[src/hw/rtl/sas_pkg.sv]
package sas_pkg;

   localparam int WINDOW_DEF   = 64;
   localparam int ACK_SPAN_DEF = 64;

   localparam int REQ_TDATA_W = 208;
   localparam int RSP_TDATA_W = 336;
   localparam int CSR_IDX_W   = 2;
   localparam int CSR_DATA_W  = 11;

   localparam logic [10:0] MSS_RST    = 11'd1360;
   localparam logic [6:0]  HDR_RST    = 7'd49;
   localparam logic [8:0]  ALPHA_RST  = 9'd32;
   localparam logic [8:0]  GAIN_RST   = 9'd64;
   localparam logic [31:0] WINDOW_RST = 32'd4 * {21'd0, MSS_RST};

   localparam logic [CSR_IDX_W-1:0] CSR_MSS   = 2'd0;
   localparam logic [CSR_IDX_W-1:0] CSR_HDR   = 2'd1;
   localparam logic [CSR_IDX_W-1:0] CSR_ALPHA = 2'd2;
   localparam logic [CSR_IDX_W-1:0] CSR_GAIN  = 2'd3;

   localparam logic [1:0] REQ_SEND = 2'd0;
   localparam logic [1:0] REQ_XMIT = 2'd1;
   localparam logic [1:0] REQ_ACK  = 2'd2;

   typedef enum logic [10:0] {
      S_IDLE = 11'b000_0000_0001,
      S_EXEC = 11'b000_0000_0010,
      S_RD   = 11'b000_0000_0100,
      S_CHK  = 11'b000_0000_1000,
      S_M1   = 11'b000_0001_0000,
      S_A1   = 11'b000_0010_0000,
      S_DIF  = 11'b000_0100_0000,
      S_M2   = 11'b000_1000_0000,
      S_A2   = 11'b001_0000_0000,
      S_RTO  = 11'b010_0000_0000,
      S_DONE = 11'b100_0000_0000
   } state_type;

   typedef struct packed {
      logic capture;
      logic exec;
      logic read;
      logic keep;
      logic next;
      logic mul1;
      logic add1;
      logic diff;
      logic mul2;
      logic add2;
      logic rto;
      logic finish;
   } cmd_type;

   typedef struct packed {
      logic is_ack;
      logic fill_zero;
      logic acked;
      logic last;
      logic rsp_busy;
   } sts_type;

endpackage

[src/hw/rtl/sas_ctrl.sv]
module sas_ctrl (
   input  logic             clock,
   input  logic             reset,
   input  logic             req_tvalid,
   output logic             req_tready,
   input  sas_pkg::sts_type sts,
   output sas_pkg::cmd_type cmd
);
   import sas_pkg::*;

   state_type state_ff, state_in;

   assign req_tready = (state_ff == S_IDLE);

   always_comb begin
      state_in = state_ff;
      cmd      = '0;
      unique case (state_ff)
         S_IDLE: begin
            if (req_tvalid) begin
               cmd.capture = 1'b1;
               state_in    = S_EXEC;
            end
         end
         S_EXEC: begin
            cmd.exec = 1'b1;
            state_in = (sts.is_ack && !sts.fill_zero) ? S_RD : S_DONE;
         end
         S_RD: begin
            cmd.read = 1'b1;
            state_in = S_CHK;
         end
         S_CHK: begin
            if (sts.acked) begin
               state_in = S_M1;
            end else begin
               cmd.keep = 1'b1;
               cmd.next = 1'b1;
               state_in = sts.last ? S_DONE : S_RD;
            end
         end
         S_M1: begin
            cmd.mul1 = 1'b1;
            state_in = S_A1;
         end
         S_A1: begin
            cmd.add1 = 1'b1;
            state_in = S_DIF;
         end
         S_DIF: begin
            cmd.diff = 1'b1;
            state_in = S_M2;
         end
         S_M2: begin
            cmd.mul2 = 1'b1;
            state_in = S_A2;
         end
         S_A2: begin
            cmd.add2 = 1'b1;
            state_in = S_RTO;
         end
         S_RTO: begin
            cmd.rto  = 1'b1;
            cmd.next = 1'b1;
            state_in = sts.last ? S_DONE : S_RD;
         end
         S_DONE: begin
            if (!sts.rsp_busy) begin
               cmd.finish = 1'b1;
               state_in   = S_IDLE;
            end
         end
         default: state_in = S_IDLE;
      endcase
   end

   always_ff @(posedge clock) begin
      if (reset) begin
         state_ff <= S_IDLE;
      end else begin
         state_ff <= state_in;
      end
   end

endmodule

[config.mk]
export PLATFORM = sky130hd
export DESIGN_NAME = sas_ctrl
export DESIGN_NICKNAME = d
export VERILOG_FILES = /design/src/hw/rtl/sas_pkg.sv /design/src/hw/rtl/sas_ctrl.sv
export SDC_FILE = /design/constraint.sdc
export NUM_CORES = 1
export LEC_CHECK = 0
export ABC_AREA = 1
export CAP_MARGIN = 20
export CORE_AREA = 2 2 39 41
export CTS_CLUSTER_SIZE = 25
export DETAILED_ROUTE_END_ITERATION = 12
export DIE_AREA = 0 0 41 43
export DONT_BUFFER_PORTS = 1
export PLACE_DENSITY = 0.68
export SLEW_MARGIN = 40
export SYNTH_ARGS = -nofsm -noshare
export SYNTH_HDL_FRONTEND = slang
export SYNTH_SLANG_ARGS = --single-unit
[constraint.sdc]
create_clock -name clock -period 2.9 [get_ports clock]
set_clock_uncertainty 0.1 [all_clocks]
set_input_delay 0.145 -clock clock [delete_from_list [all_inputs] [get_ports clock]]
set_output_delay 0.145 -clock clock [all_outputs]
set_load 0.1 [all_outputs]
==> out/summary.md, run 1 <==
The flow ran to the end, and the final reports show no timing, DRC or antenna violations. The run gives 0.3108 mV as the peak ir drop on the vdd network. In the layout the commonest cells are sky130_fd_sc_hd__nand2_1 (29), sky130_fd_sc_hd__inv_1 (21), sky130_fd_sc_hd__nor2_1 (17), sky130_fd_sc_hd__dfxtp_1 (11), sky130_fd_sc_hd__nor3_1 (7). The logs give 0 for the max-cap check violation count and 130 for the total instance count after detailed placement.

The worst setup path is captured at a flip-flop. The global route total overflow is 0, and the detailed-routing iteration count for the pre-antenna-repair pass is 4. Along the worst hold path, the cell count comes to 2. The largest registers in the layout are state_ff (11). Relative to the synthesized area, the layout overhead comes to 18.57%. The biggest fanout along the worst timing path is 4, and the post-synthesis adder-cell area fraction is 0%. Pin placement for this block handled 21 I/O pins.

The initial antenna violation count was 0; the floorplan die area was 1763 sq um. The worst register-to-register path has a depth of 9. The clock drives 11 sinks.

Post-CTS timing repair inserted 0 buffers for setup. The register bit count reported by yosys works out to 11. CTS placed an instance of sky130_fd_sc_hd__clkbuf_4 at the clock tree root. The power density over cell area is 413.7 nW/um^2, and the number of I/O port buffers is 0.

The post-synthesis mux area share works out to 0%. Counting every instance in the synthesized netlist gives 111. In this run the mean area of a mapped cell was 6.312 sq um.

After synthesis, flip-flops and latches occupy 31.43% of the total area. Entering global routing, the biggest net connects 11 pins. Post-synthesis simple-gate area fraction: 48.75%.

At the later pin of the worst-skew pair, clock insertion delay measures 0.26 ns. Ranked by total cell area, the synthesized netlist is headed by sky130_fd_sc_hd__dfxtp_1 (31%), sky130_fd_sc_hd__nand2_1 (16%), sky130_fd_sc_hd__inv_1 (11%), sky130_fd_sc_hd__nor2_1 (11%), sky130_fd_sc_hd__nor3_1 (5.0%). The run gives 1 as the CTS H-tree depth. The worst pin sits at a relative slew slack of 45.14%.

For hold timing, the worst endpoint is state_ff[6]. The fraction of final layout cells sized beyond drive strength 1 works out to 19.51%. Setup violations remaining at the end of the flow were counted as 0. The count of endpoints failing hold in the final timing report was 0. In the routed layout, each cell is associated on average with a via count of 4.784. The number of nets handed over by synthesis was 119. The run gives 3.01 ns as the worst endpoint required time.

Based on the critical path, the design can be clocked at up to 0.4566 GHz. Summing the areas of all xor and xnor instances in the mapped netlist gives 0% of the synthesized area. Before CTS, the worst setup slack after placement is 1.165 ns. The count of distinct cell types in the synthesized netlist was 19; the critical path data arrival time was 2.30 ns. The initial cell density of the core is 50.63%.

Half-perimeter wire length after placement: 1086 um. The number of nets still failing antenna checks after routing is 0, and the minimum period implied by the final worst setup slack is 2.190 ns. In this run the biggest area consumer among cell types represents 31.43% of the synthesized area.

The slack of the worst reg-to-reg path came out at 0.71 ns. The core region area is 1384 sq um. Most common cell after layout, fill and taps aside: sky130_fd_sc_hd__nand2_1.

0 antenna diodes ended up in the layout. The number of flip-flops in the largest register is 11, and the mapped cell area is 700.7 sq um. Register with the most flip-flops: state_ff.

The total wirelength of the detailed-routed design was 1422 um. In this run the worst hold path is classified as in -> reg. In this run the critical register-to-register path is captured at state_ff[2].

The detailed-route wire length per cell was 10.23 um; the deepest clock path buffer count was 2. The tools report the type of origin of the critical path as a flip-flop. At the pin with the least slew margin, the transition time is 0.8220 ns. The logs give 14 for the placement row count and 12 for the number of design-rule violations left by the first detailed-router iteration. The number of buffers added by the clock tree synthesis step is 3.

The worst setup path is of the reg -> reg kind. The worst hold path begins at req_tvalid. Setup slack on the critical path of the routed design comes to 0.7101 ns. Setup repair after global routing left no endpoint under its margin. For this run, the total global-route usage over all layers was measured as 20.00%. The startpoint identified for the worst register-to-register timing path is state_ff[10]. TritonCTS built the clock tree.

The horizontal extent of the die was 41 um; the floorplan die height was 43 um. The number of global-route vias before repair is 604. The largest total area in the synthesized netlist belongs to sky130_fd_sc_hd__dfxtp_1. The fraction of the cycle the final worst path needs is 75.51%, and the final max-slew violation count is 0. For this run, design rule violations remaining after detail routing come to 0. During synthesis, Yosys emitted a total of 0 warnings. For the final routed database, the setup TNS stands at 0 ns.

The finished layout holds 139 standard cells, fillers aside. By area, the combinational part of the netlist is dominated by simple AND/OR/NAND/NOR gates. The analysis attributes to cell leakage a power of 0.4539 nW.

Summing over every cut layer, the via total after detailed routing is 665. The synthesized netlist devotes 6.429% of its cell area to compound gates. The clock transition at the registers of the reported paths was 0.07 ns. The first global-routing pass estimated 2415 um of wire.

The tools report the final estimated routing congestion in global placement as 0.7921. The post-layout net count is 132.
-- cells by family after synthesis --
group,after synthesis
DFF,11
and+or+nand+nor,69
AOI/OAI and AO/OA,6
buffers and inverters,25
-- report_power, final --
group,total (mW),internal (mW),switching [mW]
clock,0.101,0.0531,0.0484
sequential,0.157,0.154,0.00293
combinational,0.0850,0.0195,0.0655
-- stage by stage --
stage                     hold WS (ns)  utilization [%]  power, mW  instance area [sq um]
after global placement          0.1161            54.52     0.2392                  754.5
after detailed placement        0.1173            54.52     0.2395                  754.5
after global routing           0.01390            60.04     0.3656                  830.8
final                          0.01116            60.04     0.3437                  830.8
after floorplan                 0.1881                -     0.2316                  700.7
after CTS                      0.01033            60.04     0.3451                  830.8
-- Yosys cell counts --
master,number
sky130_fd_sc_hd__nor2_4,3
sky130_fd_sc_hd__nor2_1,20
sky130_fd_sc_hd__nand3_1,2
sky130_fd_sc_hd__buf_1,1
sky130_fd_sc_hd__inv_2,3
sky130_fd_sc_hd__nand2_4,2
sky130_fd_sc_hd__nor3b_1,1
sky130_fd_sc_hd__nand2_1,29
sky130_fd_sc_hd__nand3_2,1
sky130_fd_sc_hd__inv_1,21
sky130_fd_sc_hd__o21ai_0,3
sky130_fd_sc_hd__a21oi_1,1
sky130_fd_sc_hd__nor2_8,1
sky130_fd_sc_hd__o21ai_2,1
sky130_fd_sc_hd__nand4_1,1
sky130_fd_sc_hd__nor3_1,7
sky130_fd_sc_hd__nand2_2,2
sky130_fd_sc_hd__o21ai_4,1
sky130_fd_sc_hd__dfxtp_1,11
-- critical path: stages, from the launching register on --
cell,delay [ns]
sky130_fd_sc_hd__dfxtp_1,0.37
sky130_fd_sc_hd__nor2_4,0.14
sky130_fd_sc_hd__nand2_4,0.10
sky130_fd_sc_hd__nor2_8,0.15
sky130_fd_sc_hd__nand2_4,0.08
sky130_fd_sc_hd__o21ai_4,0.12
sky130_fd_sc_hd__buf_4,0.31
sky130_fd_sc_hd__nand2_1,0.09
sky130_fd_sc_hd__a21oi_1,0.12
sky130_fd_sc_hd__dlygate4sd3_1,0.55
-- how the worst max path moves through the flow --
stage	start	end	slack, ns	depth (start not counted)
floorplan	state_ff[8]	cmd[11]	0.60	5
global placement	state_ff[10]	state_ff[10]	1.19	9
detailed placement	state_ff[10]	state_ff[10]	1.17	9
finish	state_ff[10]	state_ff[2]	0.71	9
CTS	state_ff[1]	state_ff[2]	0.70	9
global route	state_ff[1]	state_ff[2]	0.52	9
-- routing by layer --
metal  share of wire [%]  GRT usage, %  vias to the layer above
met5                   0             0                        -
met4                0.84         8.000                        0
met3                 5.2         3.141                        2
met2                  47         31.56                       20
met1                  47         25.90                      288
li1                    -             -                      355
-- final cells by class --
| type | instances | area, sq um |
|---|---|---|
| Tap cell | 16 | 20.02 |
| Timing Repair Buffer | 9 | 80.08 |
| Fill cell | 146 | 553.0 |
| Inverter | 24 | 90.09 |
| Clock buffer | 4 | 26.28 |
| Sequential cell | 11 | 220.2 |
| Multi-Input combinational cell | 75 | 394.1 |
-- what timing repair did --
action                                  in CTS  in global routing
endpoints found under the hold margin       11                  0
endpoints found under the setup margin       0                  0
hold buffers                                 5                  0
gates resized for setup                      0                  0
No activity file was read; power rests on OpenSTA's default activity.
==> inputs of run 2 (changes only) <==
CORE_AREA = default   (was 2 2 39 41)
CORE_UTILIZATION = 53   (was default)
DIE_AREA = default   (was 0 0 41 43)
PLACE_DENSITY = 0.71   (was 0.68)
clock period = 2 ns   (was 2.9 ns; I/O delays follow)
==> run 2 against run 1 <==
Against the previous run: register-to-register slack worse by 0.67 ns; total power increased by 54%; count of clock-buffer cells in the layout unchanged; routed wire length increased by 20%; die area decreased by 17%; global-route usage is 6.2 points higher; first-iteration DRC count increased to 3.1 times the previous value; via count grew 10%; sequential share of layout area decreased by 2.9 points; critical path type unchanged; core utilization grew 19 points; flip-flop and latch count unchanged; hold slack better by 0.028 ns.
==> out/summary.md, run 2 (synthesis results as in run 1) <==
The clock transition at the registers of the reported paths is 0.08 ns (about the same). Endpoint kind of the worst setup timing path: a flip-flop. The power density over cell area works out to 570.1 nW/um^2 (+38%). The half-perimeter wire length after placement was 1184 um (+9.0%); the worst reg-to-reg path cell count was 8 (-1).

The logs give 1171 sq um (-15%) for the core region area and 37 (+25) for the number of design-rule violations left by the first detailed-router iteration. The setup slack of the critical path after layout was 0.03615 ns (-0.6740 ns); the peak ir drop on the vdd network was 0.4335 mV (+39%). The run gives 0 (unchanged) as the count of endpoints failing hold in the final timing report. The tools report the detailed-routing iteration count for the pre-antenna-repair pass as 4 (unchanged). The max-cap check violation count was 0 (unchanged). state_ff holds more flip-flops than any other register. The global routing stage identified its most utilized layer as met2.

The run gives 30.9% (+1.4 points) as the share of total power in the clock network. The run gives 26.18% (+6.2 points) as the global-route usage over all layers. Slack of the worst reg-to-reg path: 0.04 ns (-0.67 ns).

The global route total overflow is 0 (unchanged), and the minimum period implied by the final worst setup slack is 1.964 ns (-0.2260 ns). The detail-routed via count per cell is 4.919 (+2.8%), and the fraction of met1 tracks used by global routing is 29.89% (+4.0 points). The horizontal extent of the die was 38.36 um (-6.4%); the critical path data arrival time was 2.07 ns (-0.23 ns). The total inserted antenna cells was 0 (unchanged).

The area growth from synthesis to layout is 32.86%. The worst setup path is of the reg -> reg kind. For the first-pass GRT wire length, the log shows 2580 um (+6.8%).

Start point of the critical path: state_ff[10]. The post-layout net count was 144 (+9.1%); the slew at the pin closest to its max-slew limit was 0.3943 ns (-0.4276 ns). The slowest stage of the critical path is the sky130_fd_sc_hd__dlygate4sd3_1 cell. The run gives 0.1922 mW (+65%) as the switching power total. The final sum of negative setup slack was 0 ns (unchanged). The buffers plus inverters on the worst setup path was 1 (-1). The biggest fanout along the worst timing path is 4 (unchanged). The tools report the achievable clock frequency as 0.5092 GHz (+12%).

The flow ran to the end, and the final reports show no timing, DRC or antenna violations. The worst endpoint required time is 2.11 ns (-0.90 ns), and the cell leakage power is 0.5096 nW (+12%). The library cells used most frequently in the layout, excluding fill and tap cells, are sky130_fd_sc_hd__nand2_1 (28), sky130_fd_sc_hd__inv_1 (21), sky130_fd_sc_hd__nor2_1 (17), sky130_fd_sc_hd__buf_4 (14), sky130_fd_sc_hd__dfxtp_1 (11).

The tools report the root buffer selected by CTS as sky130_fd_sc_hd__clkbuf_4. The signal on the critical path passes through nor2_4 -> nand2_4 -> nor2_8 -> nand2_4 -> o21ai_4 -> nand2_1 -> dlygate4sd3_1 -> a21oi_1. The logs give 21 (unchanged) for the count of pins on the block boundary and 12 (-2) for the placement row count.

The count of placed standard cells in the final layout, fillers left out is 149 (+7.2%), and the number of vias in the routed layout is 733 (+10%). Critical register-to-register path endpoint: state_ff[2]. The deepest clock path buffer count was 2 (unchanged); the total wirelength of the detailed-routed design was 1709 um (+20%). The run gives 0 (unchanged) as the number of setup violations in the final report. The source-to-sink clock delay at the later pin of the worst-skew pair is 0.28 ns (+0.02 ns). Logic gate share of total power: 26.2% (+1.5 points). The run gives 0.8031 (+1.4%) as the final estimated routing congestion in global placement. The worst register-to-register path begins at state_ff[10]. The logs give 0 (unchanged) for the number of nets still failing antenna checks after routing and 609 (+0.83%) for the number of global-route vias before repair.

Number of buffers added by the clock tree synthesis step: 3 (unchanged). The delay contributed by the slowest stage of the critical path is 0.56 ns (about the same). The floorplan die area was 1471 sq um (-17%). The total instance count after detailed placement was 137 (+5.4%). Pin count of the biggest net entering global routing: 11 (unchanged). The number of sinks driven by the clock tree is 11 (unchanged), and the detailed-route wire length per cell is 11.47 um (+12%). The run gives 0 (unchanged) as the initial antenna violation count. The initial cell density of the core came out at 59.83% (+9.2 points). The largest registers in the layout are state_ff (11). The fraction of the cycle the final worst path needs is 98.19% (+23 points). The tools report the relative max-transition margin as 73.62% (+28 points).

Type of origin of the critical path: a flip-flop. The tools report the post-place setup slack as 0.5112 ns (-0.6541 ns). The worst setup path endpoint was state_ff[2]. The post-detailed-route DRC marker count is 0 (unchanged).

The library cell used most frequently in the layout, excluding fill and tap cells, is sky130_fd_sc_hd__nand2_1. The run gives 44.92% (+13 points) as the global routing met2 resource utilization. The floorplan die height was 38.36 um (-11%). The met3 routing resource usage after global routing is 8.140% (+5.0 points). The cell seen most often among critical-path stages is sky130_fd_sc_hd__nand2_4. The CTS H-tree depth is 1 (unchanged).

TritonCTS built the clock tree. Final max-slew violation count: 0 (unchanged). The sequential share of power was 43.0% (-2.7 points). The number of flip-flops in the largest register was 11 (unchanged). The critical path's top delay family was buffers and inverters. The run gives 0.3386 mW (+49%) as the internal portion of total power. The fraction of final layout cells sized beyond drive strength 1 is 26.67% (+7.2 points).

Type of the most critical hold path: in -> reg. The net switching share of the total power came out at 36.21% (+2.2 points). The number of I/O port buffers was 0 (unchanged). The cell depth of the worst setup path came out at 8 (-1).
run 2: changes by cell type in the layout (fill, tap and decap cells not counted):
cell	before	now
sky130_fd_sc_hd__nand2_1	29	28
sky130_fd_sc_hd__nor3_2	0	1
sky130_fd_sc_hd__dlygate4sd3_1	5	7
sky130_fd_sc_hd__nor3_1	7	6
sky130_fd_sc_hd__nand2_2	2	3
sky130_fd_sc_hd__buf_4	4	14
run 2: metrics by stage:
| stage | area (sq um) | hold slack [ns] | util, % | power [mW] |
|---|---|---|---|---|
| 2_1_floorplan | 708.2 | 0.1619 | - | 0.3371 |
| 3_3_place_gp | 819.5 | 0.07471 | 69.98 | 0.3527 |
| 3_5_place_dp | 819.5 | 0.07724 | 69.98 | 0.3548 |
| 4_1_cts | 915.9 | 0.02400 | 78.21 | 0.5264 |
| 5_1_grt | 930.9 | 0.04558 | 79.49 | 0.5468 |
| 6_report | 930.9 | 0.03904 | 79.49 | 0.5307 |
run 2: layer usage:
| metal | up-vias | part of all wire [%] |
|---|---|---|
| met3 | 4 | 6.8 |
| met1 | 314 | 45 |
| met4 | 0 | 1.4 |
| li1 | 381 | - |
| met2 | 34 | 47 |
| met5 | - | 0 |
run 2: cell type report:
class	count	area [sq um]
Sequential cell	11	220.2
Clock buffer	4	26.28
Timing Repair Buffer	21	175.2
Inverter	24	90.09
Fill cell	81	240.2
Multi-Input combinational cell	75	401.6
Tap cell	14	17.52
run 2: worst reg2reg max path, stage by stage (launching register included):
cell and delay, ns:
sky130_fd_sc_hd__dfxtp_1 0.37, sky130_fd_sc_hd__nor2_4 0.16, sky130_fd_sc_hd__nand2_4 0.09, sky130_fd_sc_hd__nor2_8 0.15
sky130_fd_sc_hd__nand2_4 0.08, sky130_fd_sc_hd__o21ai_4 0.16, sky130_fd_sc_hd__nand2_1 0.06, sky130_fd_sc_hd__dlygate4sd3_1 0.56
sky130_fd_sc_hd__a21oi_1 0.16
run 2: worst min path at each step:
| stage | start | endpoint | slack (ns) | cells past startpoint |
|---|---|---|---|---|
| after global placement | reset | state_ff[3] | 0.07 | 1 |
| after floorplan | req_tvalid | state_ff[1] | 0.16 | 2 |
| final | sts[0] | state_ff[0] | 0.04 | 3 |
| after global routing | sts[0] | state_ff[0] | 0.05 | 3 |
| after CTS | sts[0] | state_ff[0] | 0.02 | 3 |
| after detailed placement | reset | state_ff[3] | 0.08 | 1 |
run 2: what timing repair did:
item | CTS | global route
hold buffers | 7 | 0
buffers inserted | 0 | 1
gates resized for setup | 0 | 2
endpoints found under the hold margin | 11 | 0
endpoints found under the setup margin | 0 | 1
run 2: power by group through the flow:
stage / logic, mW / registers, mW / clock network, mW
final: 0.139 / 0.228 / 0.164
after CTS: 0.136 / 0.228 / 0.163
after global routing: 0.148 / 0.228 / 0.171
after floorplan: 0.105 / 0.232 / 0
after detailed placement: 0.122 / 0.233 / 0
after global placement: 0.120 / 0.233 / 0
